## config.mk

```make
export PLATFORM = sky130hd
export DESIGN_NAME = mwcs_need_mem
export DESIGN_NICKNAME = d
export VERILOG_FILES = /design/src/rtl/core/mwcs_pkg.sv /design/src/rtl/core/mwcs_need_mem.sv
export SDC_FILE = /design/constraint.sdc
export NUM_CORES = 2
export LEC_CHECK = 0
export ABC_CLOCK_PERIOD_IN_PS = 3200
export BUFFER_PORTS_ARGS = -buffer_cell sky130_fd_sc_hd__buf_2
export CAP_MARGIN = 20
export CELL_PAD_IN_SITES_DETAIL_PLACEMENT = 1
export CELL_PAD_IN_SITES_GLOBAL_PLACEMENT = 2
export CORE_ASPECT_RATIO = 0.5
export CORE_MARGIN = 1
export CORE_UTILIZATION = 50
export CTS_BUF_LIST = sky130_fd_sc_hd__clkbuf_8 sky130_fd_sc_hd__clkbuf_16
export DETAILED_ROUTE_END_ITERATION = 10
export PLACE_DENSITY = 0.9
export SYNTH_ARGS = -nofsm -noshare
export SYNTH_HDL_FRONTEND = slang
export SYNTH_SLANG_ARGS = --single-unit
export TNS_END_PERCENT = 10
```

## constraint.sdc

```tcl
create_clock -name aclk -period 3.2 [get_ports aclk]
set_clock_uncertainty 0.1 [all_clocks]
set_input_delay 0.32 -clock aclk [delete_from_list [all_inputs] [get_ports aclk]]
set_output_delay 0.32 -clock aclk [all_outputs]
set_load 0.03 [all_outputs]
```

## src/rtl/core/mwcs_pkg.sv

```systemverilog
// Package for the minimum window cover search core.
// Holds sizes, memory request types and the controller state type.
// No dependencies.
`default_nettype none

package mwcs_pkg;

    localparam int MAX_TEXT    = 1024;
    localparam int MAX_PATTERN = 1024;
    localparam int ALPHABET    = 256;

    localparam int TEXT_AW  = $clog2(MAX_TEXT);
    localparam int POS_W    = TEXT_AW + 1;
    localparam int PLEN_W   = $clog2(MAX_PATTERN) + 1;
    localparam int SYM_W    = $clog2(ALPHABET);
    localparam int NEED_W   = ((PLEN_W > POS_W) ? PLEN_W : POS_W) + 1;
    localparam int START_W  = 10;
    localparam int LENGTH_W = 11;

    typedef logic signed [NEED_W-1:0] need_count_t;

    typedef struct packed {
        logic             rd_en;
        logic [SYM_W-1:0] rd_addr;
        logic             wr_en;
        logic [SYM_W-1:0] wr_addr;
        need_count_t      wr_data;
        logic             clear;
    } need_req_t;

    typedef struct packed {
        logic               rd_en;
        logic [TEXT_AW-1:0] rd_addr;
        logic               wr_en;
        logic [TEXT_AW-1:0] wr_addr;
        logic [7:0]         wr_data;
    } text_req_t;

    typedef enum logic [2:0] {
        ST_IDLE,
        ST_PAT_UPD,
        ST_TXT_UPD,
        ST_SHR_CHK,
        ST_SHR_TXT,
        ST_SHR_UPD,
        ST_EMIT
    } ctrl_state_t;

endpackage

`default_nettype wire

```

## src/rtl/core/mwcs_need_mem.sv

```systemverilog
// Need count table: one signed count per byte value, with a registered read.
// Per-entry valid bits make a cleared entry read as zero; depends on mwcs_pkg.
`default_nettype none

module mwcs_need_mem
    import mwcs_pkg::*;
(
    input  wire logic       aclk,
    input  wire logic       aresetn,
    input  wire need_req_t  req,
    output need_count_t     rdata
);

    need_count_t         mem [ALPHABET];
    logic [ALPHABET-1:0] valid_reg;
    need_count_t         rdata_raw_reg;
    logic                rvalid_reg;

    always_ff @(posedge aclk) begin
        if (req.wr_en) begin
            mem[req.wr_addr] <= req.wr_data;
        end
        if (req.rd_en) begin
            rdata_raw_reg <= mem[req.rd_addr];
            rvalid_reg    <= valid_reg[req.rd_addr];
        end
    end

    always_ff @(posedge aclk) begin
        if (!aresetn || req.clear) begin
            valid_reg <= '0;
        end else if (req.wr_en) begin
            valid_reg[req.wr_addr] <= 1'b1;
        end
    end

    assign rdata = rvalid_reg ? rdata_raw_reg : '0;

endmodule

`default_nettype wire

```

==> impl_metrics.yaml <==
status:
  status: "finished, final reports clean"
place:
  port_buffers: 44
  place_ws_ns: -0.683
  hpwl_um: 239000
  finalWeightedCongestion: 0.869
  place_inst: 10200
drt:
  wl_per_cell_um: 38.1
  drt_pass1_iterations: 6
  drc: 0
  vias_per_cell: 6.83
  wl_um: 408000
  ant_nets: 0
  vias: 73200
  initialDrtViolationCount: 12200
yosys:
  synthCells: 6445
  synth_top_area_share_pct: 72.5
  synthArstFlopShare_pct: 0
  ys.flop_type: "edfxtp_1"
  syn_area_um2: 128000
  synth_area_per_cell_um2: 19.8
  synth_largest_area_cell: "edfxtp_1"
  ys_ff_latch: 3341
  synth_seq_area_share_pct: 76.5
  synth.net_count: 6478
  synth_area_leaders: "edfxtp_1 (72%), mux4_2 (12%), dfxtp_1 (4.0%), nor2_1 (2.3%), mux2i_1 (2.2%)"
  synth_edf_count: 3085
  ys_types: 45
  yosys_warnings: 0
floorplanning:
  die_area_um2: 258000
  coreArea_um2: 253000
  die_w_um: 717
  initial_core_util_pct: 50.6
  rows: 130
  die_h_um: 360
  ios: 45
worst_setup_path:
  critPathLaunchType: "input port"
  crit_type: "in2reg"
  reg2reg_slack_ns: 0.19
  worstPathMaxFanout: 25
  crit_required_ns: 3.79
  critPathSlowestCell: "a211oi_1"
  reg2reg_to: "rdata_raw_reg[6]"
  worstPathCellList: "buf_8, nand2_2, buf_4, o221ai_1, o21ai_0, a211oi_1, nor4_1, buf_4, nor4_1"
  reg2reg_depth: 6
  arrival_ns: 3.72
  cp-end-kind: "register"
  crit-reg2reg-launch: "mem[158][6]"
  slowest_delay_ns: 0.69
cts:
  postCtsSetupBuffers: 0
  clkLatencyLatePin_ns: 0.90
  htree_num_levels: 5
  clock_path_buffers: 4
  clock_sinks: 3341
  clk_pin_slew_worst_paths_ns: 0.07
  cts-root-buf: "clkbuf_16"
  cts_tree: "done"
  cts_buffers: 297
sta:
  max_freq_ghz: 0.320
  hold_viol_final: 0
  hold_ws_ns: 0.182
  grt_setup_unrepaired: "false"
  timing.final.ws_setup_ns: 0.0734
  worst_slew_pin_slew_ns: 1.27
  slew_violations: 0
  setup_violations: 0
  slew_headroom_pct: 15.2
  fin_crit_sh_pct: 97.7
  period_needed_ns: 3.13
pwr:
  ir_drop_uv: 354
  leakagePower_nw: 47.3
  power_mw: 88.8
  power_density_nw_per_um2: 608
global_routing:
  grt_pass1_wl_um: 574000
  grt-ovfl-total: 0
  antenna_found_initial: 24
  grt_util_all_layers_pct: 31.3
  grt_max_degree: 148
  grt_pass1_vias: 75400
worst_hold_path:
  min_from: "req[18]"
  min_to: "valid_reg[246]"
  min_path_cells: 4
  worstHoldPathType: "in2reg"
layout:
  n_fill_cell: 21600
  largest_reg_flops: 3072
  syn_to_final_growth_pct: 14.3
  layout-drive-gt1-share_pct: 26.1
  finalNetCount: 7144
  fin_cells: 10700
run:
  maxCapViolations: 0
==> cell usage in the layout, fill, tap and decap left out, types with 12 or more instances in the layout <==
cell	Yosys	layout
edfxtp_1	3085	3085
o22ai_1	70	70
dfxtp_1	256	256
inv_1	1	75
diode_2	0	12
mux2i_1	276	276
buf_8	6	13
nand3_1	35	26
buf_4	37	602
nor3_1	46	45
buf_12	10	97
nand4_1	14	14
clkbuf_8	0	21
bufinv_16	0	19
nor2_1	772	770
a22oi_1	282	282
mux4_2	697	697
nor4_1	37	34
a211oi_1	26	26
o21ba_2	29	29
clkinv_1	0	41
clkinv_2	0	47
buf_2	86	31
a21oi_1	154	154
o221ai_1	51	51
clkbuf_16	0	306
dlygate4sd3_1	0	15
nor2b_1	18	14
nand2_1	68	67
and2_1	16	14
o21ai_0	15	15
==> through the flow <==
stage	instance area (um2)	TNS [ns]	utilization [%]
after floorplan	128000	0	-
after global placement	137000	-4.79	54.1
after detailed placement	137000	-5.66	54.1
after CTS	146000	0	57.8
after global routing	146000	0	57.8
final	146000	0	57.9
==> cells in the mapped netlist (9+ instances only) <==
| library cell | number |
|---|---|
| nand3_1 | 35 |
| mux4_2 | 697 |
| buf_2 | 86 |
| clkbuf_1 | 187 |
| nor3_1 | 46 |
| nand2b_1 | 12 |
| buf_6 | 56 |
| buf_12 | 10 |
| a21oi_1 | 154 |
| o221ai_1 | 51 |
| o211ai_1 | 11 |
| o21ba_2 | 29 |
| nand2_1 | 68 |
| edfxtp_1 | 3085 |
| buf_4 | 37 |
| a221o_1 | 11 |
| o22ai_1 | 70 |
| mux2i_1 | 276 |
| or2_1 | 11 |
| o21ai_0 | 15 |
| nor2_1 | 772 |
| buf_1 | 9 |
| o22a_1 | 11 |
| nor2b_1 | 18 |
| nand4_1 | 14 |
| a211oi_1 | 26 |
| nor4_1 | 37 |
| a311oi_1 | 11 |
| and2_1 | 16 |
| o21ai_1 | 11 |
| dfxtp_1 | 256 |
| a22oi_1 | 282 |
==> power breakdown <==
group	internal, mW	switching [mW]	leakage (nW)
clock	19.4	16.6	4.88
sequential	47.7	0.0593	29.8
combinational	1.71	3.32	12.6
total	68.8	20.0	47.3
==> layer usage <==
| metal | global-route usage (%) | part of all wire, % | vias to the layer above | wire [um] |
|---|---|---|---|---|
| met2 | 49.8 | 47 | 6292 | 193000 |
| li1 | - | - | 27600 | - |
| met1 | 40.8 | 34 | 37900 | 140000 |
| met5 | 0 | 0.041 | - | 168 |
| met3 | 8.26 | 13 | 1293 | 53300 |
| met4 | 14.0 | 5.4 | 26 | 21900 |
==> critical path: cells and delay by family <==
family / cells / cell delay, ns
simple gates: 3 / 1.05
compound gates: 3 / 1.32
buf+inv: 3 / 0.97
==> cell families (layout without fill, tap and decap cells) <==
kind of cell | Yosys count | in the layout | synth area share [%]
DFF | 3341 | 3341 | 76.5
and+or+nand+nor | 1048 | 1048 | 3.42
muxes | 973 | 973 | 14.4
AOI/OAI and AO/OA | 691 | 691 | 3.81
buffers and inverters | 392 | 1284 | 1.85
other | 0 | 12 | 0
==> layout make-up <==
cell class | count | area [um2] | share of cell area (%)
inverter | 1 | 3.75 | 0.00257
tap | 3366 | 4210 | 2.88
clock inverter | 198 | 1390 | 0.951
sequential | 3341 | 97800 | 66.9
antenna | 12 | 30.0 | 0.0205
multi-input combinational | 2712 | 27800 | 19.0
clock buffer | 327 | 7950 | 5.44
timing repair buffer | 758 | 6960 | 4.76
==> what timing repair did <==
item                       in CTS  in global routing
setup endpoints to repair       0                  2
hold buffers                   15                  0
hold endpoints to repair      622                  0
resized for setup               0                  2
==> worst max-delay path by stage <==
| stage | cells after the start | end | startpoint |
|---|---|---|---|
| after detailed placement | 10 | rdata_raw_reg[10] | req[22] |
| after global placement | 9 | rdata_raw_reg[4] | req[22] |
| after floorplan | 6 | mem[207][0] | req[21] |
| final | 9 | rdata_raw_reg[1] | req[23] |
| after global routing | 10 | rdata_raw_reg[11] | req[22] |
| after CTS | 6 | rdata_raw_reg[0] | mem[115][0] |
No activity file was read; power rests on OpenSTA's default activity.
