$ cat src/rtl/core/mwcs_pkg.sv
// Package for the minimum window cover search core.
// Holds sizes, memory request types and the controller state type.
// No dependencies.
`default_nettype none

package mwcs_pkg;

    localparam int MAX_TEXT    = 1024;
    localparam int MAX_PATTERN = 1024;
    localparam int ALPHABET    = 256;

    localparam int TEXT_AW  = $clog2(MAX_TEXT);
    localparam int POS_W    = TEXT_AW + 1;
    localparam int PLEN_W   = $clog2(MAX_PATTERN) + 1;
    localparam int SYM_W    = $clog2(ALPHABET);
    localparam int NEED_W   = ((PLEN_W > POS_W) ? PLEN_W : POS_W) + 1;
    localparam int START_W  = 10;
    localparam int LENGTH_W = 11;

    typedef logic signed [NEED_W-1:0] need_count_t;

    typedef struct packed {
        logic             rd_en;
        logic [SYM_W-1:0] rd_addr;
        logic             wr_en;
        logic [SYM_W-1:0] wr_addr;
        need_count_t      wr_data;
        logic             clear;
    } need_req_t;

    typedef struct packed {
        logic               rd_en;
        logic [TEXT_AW-1:0] rd_addr;
        logic               wr_en;
        logic [TEXT_AW-1:0] wr_addr;
        logic [7:0]         wr_data;
    } text_req_t;

    typedef enum logic [2:0] {
        ST_IDLE,
        ST_PAT_UPD,
        ST_TXT_UPD,
        ST_SHR_CHK,
        ST_SHR_TXT,
        ST_SHR_UPD,
        ST_EMIT
    } ctrl_state_t;

endpackage

`default_nettype wire

$ cat src/rtl/core/mwcs_ctrl.sv
// Sequencer of the window search: loads the pattern, advances the window and
// drives the two memories and the result register; depends on mwcs_pkg.
`default_nettype none

module mwcs_ctrl
    import mwcs_pkg::*;
(
    input  wire logic                aclk,
    input  wire logic                aresetn,
    input  wire logic                s_valid,
    output logic                     s_ready,
    input  wire logic                s_op,
    input  wire logic [7:0]          s_ch,
    input  wire logic                s_last,
    output logic                     m_valid,
    input  wire logic                m_ready,
    output logic                     m_found,
    output logic [START_W-1:0]       m_win_start,
    output logic [LENGTH_W-1:0]      m_win_length,
    output logic                     m_overflow,
    output need_req_t                need_req,
    input  wire need_count_t         need_rdata,
    output text_req_t                text_req,
    input  wire logic [7:0]          text_rdata
);

    ctrl_state_t          state_reg, state_next;
    logic [SYM_W-1:0]     c_reg, c_next;
    logic                 last_reg, last_next;
    logic [POS_W-1:0]     missing_reg, missing_next;
    logic [PLEN_W-1:0]    plen_reg, plen_next;
    logic [POS_W-1:0]     left_reg, left_next;
    logic [POS_W-1:0]     right_reg, right_next;
    logic [START_W-1:0]   best_start_reg, best_start_next;
    logic [LENGTH_W-1:0]  best_len_reg, best_len_next;
    logic                 ovf_reg, ovf_next;
    logic                 m_valid_reg, m_valid_next;
    logic                 found_reg, found_next;
    logic [START_W-1:0]   start_reg, start_next;
    logic [LENGTH_W-1:0]  length_reg, length_next;
    logic                 out_ovf_reg, out_ovf_next;
    logic [POS_W-1:0]     win_len;
    need_count_t          need_inc;

    assign win_len  = right_reg - left_reg;
    assign need_inc = need_rdata + need_count_t'(1);

    always_ff @(posedge aclk) begin
        if (!aresetn) begin
            state_reg      <= ST_IDLE;
            missing_reg    <= '0;
            plen_reg       <= '0;
            left_reg       <= '0;
            right_reg      <= '0;
            best_start_reg <= '0;
            best_len_reg   <= '0;
            ovf_reg        <= 1'b0;
            m_valid_reg    <= 1'b0;
        end else begin
            state_reg      <= state_next;
            missing_reg    <= missing_next;
            plen_reg       <= plen_next;
            left_reg       <= left_next;
            right_reg      <= right_next;
            best_start_reg <= best_start_next;
            best_len_reg   <= best_len_next;
            ovf_reg        <= ovf_next;
            m_valid_reg    <= m_valid_next;
        end
    end

    always_ff @(posedge aclk) begin
        c_reg       <= c_next;
        last_reg    <= last_next;
        found_reg   <= found_next;
        start_reg   <= start_next;
        length_reg  <= length_next;
        out_ovf_reg <= out_ovf_next;
    end

    always_comb begin
        state_next      = state_reg;
        c_next          = c_reg;
        last_next       = last_reg;
        missing_next    = missing_reg;
        plen_next       = plen_reg;
        left_next       = left_reg;
        right_next      = right_reg;
        best_start_next = best_start_reg;
        best_len_next   = best_len_reg;
        ovf_next        = ovf_reg;
        m_valid_next    = m_valid_reg && !m_ready;
        found_next      = found_reg;
        start_next      = start_reg;
        length_next     = length_reg;
        out_ovf_next    = out_ovf_reg;
        need_req        = '0;
        text_req        = '0;
        s_ready         = 1'b0;

        unique case (state_reg)
            ST_IDLE: begin
                s_ready = 1'b1;
                if (s_valid) begin
                    c_next    = s_ch[SYM_W-1:0];
                    last_next = s_last;
                    if (!s_op) begin
                        if (right_reg != '0) begin
                            state_next = ST_IDLE;
                        end else if (plen_reg >= PLEN_W'(MAX_PATTERN)) begin
                            ovf_next = 1'b1;
                        end else begin
                            need_req.rd_en   = 1'b1;
                            need_req.rd_addr = s_ch[SYM_W-1:0];
                            state_next       = ST_PAT_UPD;
                        end
                    end else if (right_reg >= POS_W'(MAX_TEXT)) begin
                        ovf_next   = 1'b1;
                        state_next = s_last ? ST_EMIT : ST_IDLE;
                    end else begin
                        text_req.wr_en   = 1'b1;
                        text_req.wr_addr = right_reg[TEXT_AW-1:0];
                        text_req.wr_data = s_ch;
                        need_req.rd_en   = 1'b1;
                        need_req.rd_addr = s_ch[SYM_W-1:0];
                        state_next       = ST_TXT_UPD;
                    end
                end
            end
            ST_PAT_UPD: begin
                need_req.wr_en   = 1'b1;
                need_req.wr_addr = c_reg;
                need_req.wr_data = need_inc;
                missing_next     = missing_reg + POS_W'(1);
                plen_next        = plen_reg + PLEN_W'(1);
                state_next       = ST_IDLE;
            end
            ST_TXT_UPD: begin
                need_req.wr_en   = 1'b1;
                need_req.wr_addr = c_reg;
                need_req.wr_data = need_rdata - need_count_t'(1);
                if (need_rdata > need_count_t'(0)) begin
                    missing_next = missing_reg - POS_W'(1);
                end
                right_next = right_reg + POS_W'(1);
                if (plen_reg != '0) begin
                    state_next = ST_SHR_CHK;
                end else begin
                    state_next = last_reg ? ST_EMIT : ST_IDLE;
                end
            end
            ST_SHR_CHK: begin
                if (missing_reg == '0 && left_reg < right_reg) begin
                    if (best_len_reg == '0 || LENGTH_W'(win_len) < best_len_reg) begin
                        best_start_next = left_reg[START_W-1:0];
                        best_len_next   = LENGTH_W'(win_len);
                    end
                    text_req.rd_en   = 1'b1;
                    text_req.rd_addr = left_reg[TEXT_AW-1:0];
                    state_next       = ST_SHR_TXT;
                end else begin
                    state_next = last_reg ? ST_EMIT : ST_IDLE;
                end
            end
            ST_SHR_TXT: begin
                c_next           = text_rdata[SYM_W-1:0];
                need_req.rd_en   = 1'b1;
                need_req.rd_addr = text_rdata[SYM_W-1:0];
                state_next       = ST_SHR_UPD;
            end
            ST_SHR_UPD: begin
                need_req.wr_en   = 1'b1;
                need_req.wr_addr = c_reg;
                need_req.wr_data = need_inc;
                if (need_inc > need_count_t'(0)) begin
                    missing_next = missing_reg + POS_W'(1);
                end
                left_next  = left_reg + POS_W'(1);
                state_next = ST_SHR_CHK;
            end
            ST_EMIT: begin
                if (!m_valid_reg || m_ready) begin
                    m_valid_next    = 1'b1;
                    found_next      = (best_len_reg != '0);
                    start_next      = best_start_reg;
                    length_next     = best_len_reg;
                    out_ovf_next    = ovf_reg;
                    need_req.clear  = 1'b1;
                    missing_next    = '0;
                    plen_next       = '0;
                    left_next       = '0;
                    right_next      = '0;
                    best_start_next = '0;
                    best_len_next   = '0;
                    ovf_next        = 1'b0;
                    state_next      = ST_IDLE;
                end
            end
            default: begin
                state_next = ST_IDLE;
            end
        endcase
    end

    assign m_valid      = m_valid_reg;
    assign m_found      = found_reg;
    assign m_win_start  = start_reg;
    assign m_win_length = length_reg;
    assign m_overflow   = out_ovf_reg;

    a_left_not_past_right: assert property (@(posedge aclk) disable iff (!aresetn)
        left_reg <= right_reg)
        else $error("Window left edge passed the right edge.");

    a_missing_bounded: assert property (@(posedge aclk) disable iff (!aresetn)
        POS_W'(missing_reg) <= POS_W'(plen_reg))
        else $error("Missing count exceeds pattern length.");

    a_best_within_text: assert property (@(posedge aclk) disable iff (!aresetn)
        POS_W'(best_len_reg) <= right_reg)
        else $error("Best window longer than the scanned text.");

    a_emit_clears_job: assert property (@(posedge aclk) disable iff (!aresetn)
        (state_reg == ST_EMIT && (!m_valid_reg || m_ready))
        |=> (right_reg == '0 && plen_reg == '0 && m_valid_reg))
        else $error("Job state not cleared after result transfer was loaded.");

endmodule

`default_nettype wire
$ cat config.mk
export PLATFORM = sky130hd
export DESIGN_NAME = mwcs_ctrl
export DESIGN_NICKNAME = d
export VERILOG_FILES = /design/src/rtl/core/mwcs_pkg.sv /design/src/rtl/core/mwcs_ctrl.sv
export SDC_FILE = /design/constraint.sdc
export NUM_CORES = 1
export LEC_CHECK = 0
export BUFFER_PORTS_ARGS = -buffer_cell sky130_fd_sc_hd__buf_2
export CORE_ASPECT_RATIO = 2
export CORE_MARGIN = 10
export CORE_UTILIZATION = 57
export DETAILED_ROUTE_END_ITERATION = 12
export GPL_TIMING_DRIVEN = 0
export PLACE_DENSITY = 0.83
export SLEW_MARGIN = 20
export SYNTH_ARGS = -nofsm -noshare
export SYNTH_HDL_FRONTEND = slang
export SYNTH_SLANG_ARGS = --single-unit
$ cat constraint.sdc
create_clock -name aclk -period 4.85 [get_ports aclk]
set_clock_uncertainty 0.2 [all_clocks]
set_input_delay 0.97 -clock aclk [delete_from_list [all_inputs] [get_ports aclk]]
set_output_delay 0.97 -clock aclk [all_outputs]
set_load 0.01 [all_outputs]
==> reports/results.ini <==
[outcome]
outcome=finished clean

[pwr]
p_per_area_nw_per_um2=263
p_int_mw=1.44
total_power_mw=1.96
p_leak_nw=3.09
sequentialPowerShare_pct=46.3
ir_worst_vdd_mv=0.224
p_sw_share_pct=26.8
clockPowerShare_pct=36.9
combPwrFrac_pct=16.8
switchingPower_mw=0.526

[min_path]
hold_path.startpoint=best_start_reg[2]
hp-class=flop to flop

[worst_setup_path]
path_class=flop to flop
worstSetupStartpoint=left_reg[0]
cp-end-kind=flop
cp_top_family=compound AO/OA/AOI/OAI gates
reg2reg_to=best_start_reg[5]
cp_slowest_stage_delay_ps=510
crit_chain=ha_1, inv_1, fa_1, a21oi_1, o21a_1, o21ai_0, a31o_2, a21oi_2, xnor2_2, ha_1, a21oi_1, o21ai_0, o41a_1, a221oi_4, nor2b_1, buf_2, buf_6, a22o_1
start_kind=flop
path_max_fanout=10
r2r-start=left_reg[0]
worst-path-stages=18
r2r_cells=18
worst-path-buf-inv=3
required_ps=4880
slowest_stage=dfxtp_1
arrival_ps=4760
r2r_setup_slack_ps=120
endpoint=best_start_reg[5]

[global_route]
antenna_found_initial=0
grt_use_total_pct=22.0
grt_max_degree=26
grt_pass1_wl_mm=29.1
grt_pass1_vias=6238
grt_overflow_total=0

[final_layout]
areaGrowthSynthToFinish_pct=16.6
layout-drive-gt1-share_pct=19.7
nets=925
n_antenna_cell=0
postLayoutCoreUtil_pct=68.3

[yosys]
synth_area_sq_um=6400
synthFlopType=dfxtp_1
synth-edff-count=32
synthTopCellsByArea=dfxtp_1 22%, edfxtp_1 15%, ha_1 7.4%
yosys.area.top_type_share_pct=21.9
synth_top_area_cell=dfxtp_1
avgSynthCellArea_sq_um=8.81
yosysMostFrequentCell=dfxtp_1
synth.lib_cells_used.distinct=74
seq_area_frac_synth_pct=36.9
synth_nets=801
synth-seq-cells=102
yosys-top-cells-count=70 x dfxtp_1, 61 x nand2_1, 52 x nor2_1
ys_warn_count=0
async_flop_share_pct=0
syn-instance-count=727

[clocking]
cts_buffer_depth=2
postCtsHoldBufs=0
clock-sinks=102
cts_tree=done
root_buffer=clkbuf_16
clk_pin_slew_ps=70
clkLatencyLatePin_ps=350
h-tree-depth=3
numCtsBuffers=9

[die]
die_height_um=170
fp.coreArea_sq_um=10900
die-area_sq_um=16100
floorplan.rows=54
fp.dieW_um=95.0
ioPinCount=120
initial_core_util_pct=58.5

[route]
routed_wl_mm=18.0
via_per_inst=6.09
route.detailed.drc=0
first_iter_violations=421
ant_nets=0
detail_route.first_pass.iterations=5
vias=6069
post_drt_wl_per_cell_um=18.1

[placement]
place.detailed.hpwl_mm=14.2
portBuffers=113
gp_congestion=0.998

[job]
cap_violations=0

[timing]
hold_ws_ps=229
drv_slew=0
hold_viol=0
max_slew_margin_pct=34.6
post-route-period-util_pct=97.6
period_needed_ps=4730
worst_slew_pin_slew_ps=979
fmax_mhz=211
totalNegativeSetupSlack_ps=0
finalSetupViolCount=0

-- stage by stage --
step           setup WS, ps  instance area [sq um]  std cells
2_1_floorplan           775                   6400        727
3_3_place_gp            294                   7150        980
3_5_place_dp            170                   7150        980
4_1_cts                 131                   7440        996
5_1_grt               -41.6                   7470        996
6_report                116                   7470        996
-- worst min path at each step --
| stage | slack [ps] | end | cells past startpoint |
|---|---|---|---|
| 6_report | 230 | m_win_start[2] | 0 |
| 5_1_grt | 250 | m_win_start[6] | 0 |
| 4_1_cts | 230 | m_win_start[2] | 0 |
| 3_5_place_dp | 220 | m_win_start[6] | 0 |
| 3_3_place_gp | 220 | m_win_start[0] | 0 |
| 2_1_floorplan | 210 | m_win_start[0] | 0 |
-- area by class of cell --
cell class,instances,area [sq um]
Multi-Input combinational cell,549,3730
Fill cell,894,3470
Sequential cell,102,2360
Timing Repair Buffer,114,573
Clock buffer,10,239
Tap cell,140,175
Buffer,34,173
Inverter,41,154
Clock inverter,6,60.1
-- worst register-to-register path, stage by stage (launching register included) --
cell	delay, ps
dfxtp_1	510
ha_1	240
inv_1	70
fa_1	400
a21oi_1	220
o21a_1	170
o21ai_0	160
a31o_2	280
a21oi_2	170
xnor2_2	180
ha_1	330
a21oi_1	130
o21ai_0	120
o41a_1	450
a221oi_4	310
nor2b_1	90
buf_2	190
buf_6	160
a22o_1	230
-- timing repair --
item,in CTS,in global routing
setup buffers,0,1
gates resized for setup,0,3
endpoints found under the setup margin,0,20
-- routing by layer --
| layer | up-vias | part of all wire (%) | track usage, % |
|---|---|---|---|
| met5 | - | 0 | 0 |
| met4 | 0 | 5.2 | 13.3 |
| met3 | 74 | 5.5 | 3.39 |
| met2 | 271 | 54 | 41.0 |
| met1 | 2850 | 35 | 21.7 |
| li1 | 2874 | - | - |
-- logic make-up after synthesis --
logic type | count (synthesis) | share of synthesized area, %
AO/OA/AOI/OAI | 171 | 19.3
XOR/XNOR | 40 | 5.47
adder cells (fa/ha/maj) | 40 | 8.05
buffers and inverters | 76 | 5.16
flip-flops | 102 | 36.9
multiplexers | 10 | 1.72
AND/OR/NAND/NOR | 288 | 23.5
-- layout by cell type, fill, tap and decap left out, types with 4 or more instances in the layout --
cell         n
nand4_1     15
and3_1       9
edfxtp_1    32
xor2_1      20
clkbuf_16    9
buf_2      118
a21oi_1     39
buf_4        4
nor4_1      11
ha_1        38
a21boi_2     8
nand3_1     25
nor2_1      52
mux2_2       8
a21o_1       4
nand2b_1     8
a31oi_1      8
nor2b_1      9
clkbuf_1    21
xnor2_1     19
or3_1       18
a22o_1      29
and2_1      36
o21a_1       6
nand2_1     61
inv_1       41
dfxtp_1     70
o21ai_0     31
o22ai_1      4
nor3_1      26
-- power groups by stage --
stage          sequential [mW]  combinational (mW)  clock [mW]
3_3_place_gp             0.926               0.313           0
5_1_grt                  0.909               0.362       0.762
4_1_cts                  0.907               0.327       0.726
2_1_floorplan            0.923               0.216           0
3_5_place_dp             0.926               0.325           0
6_report                 0.907               0.330       0.724
No activity file was read; power rests on OpenSTA's default activity.
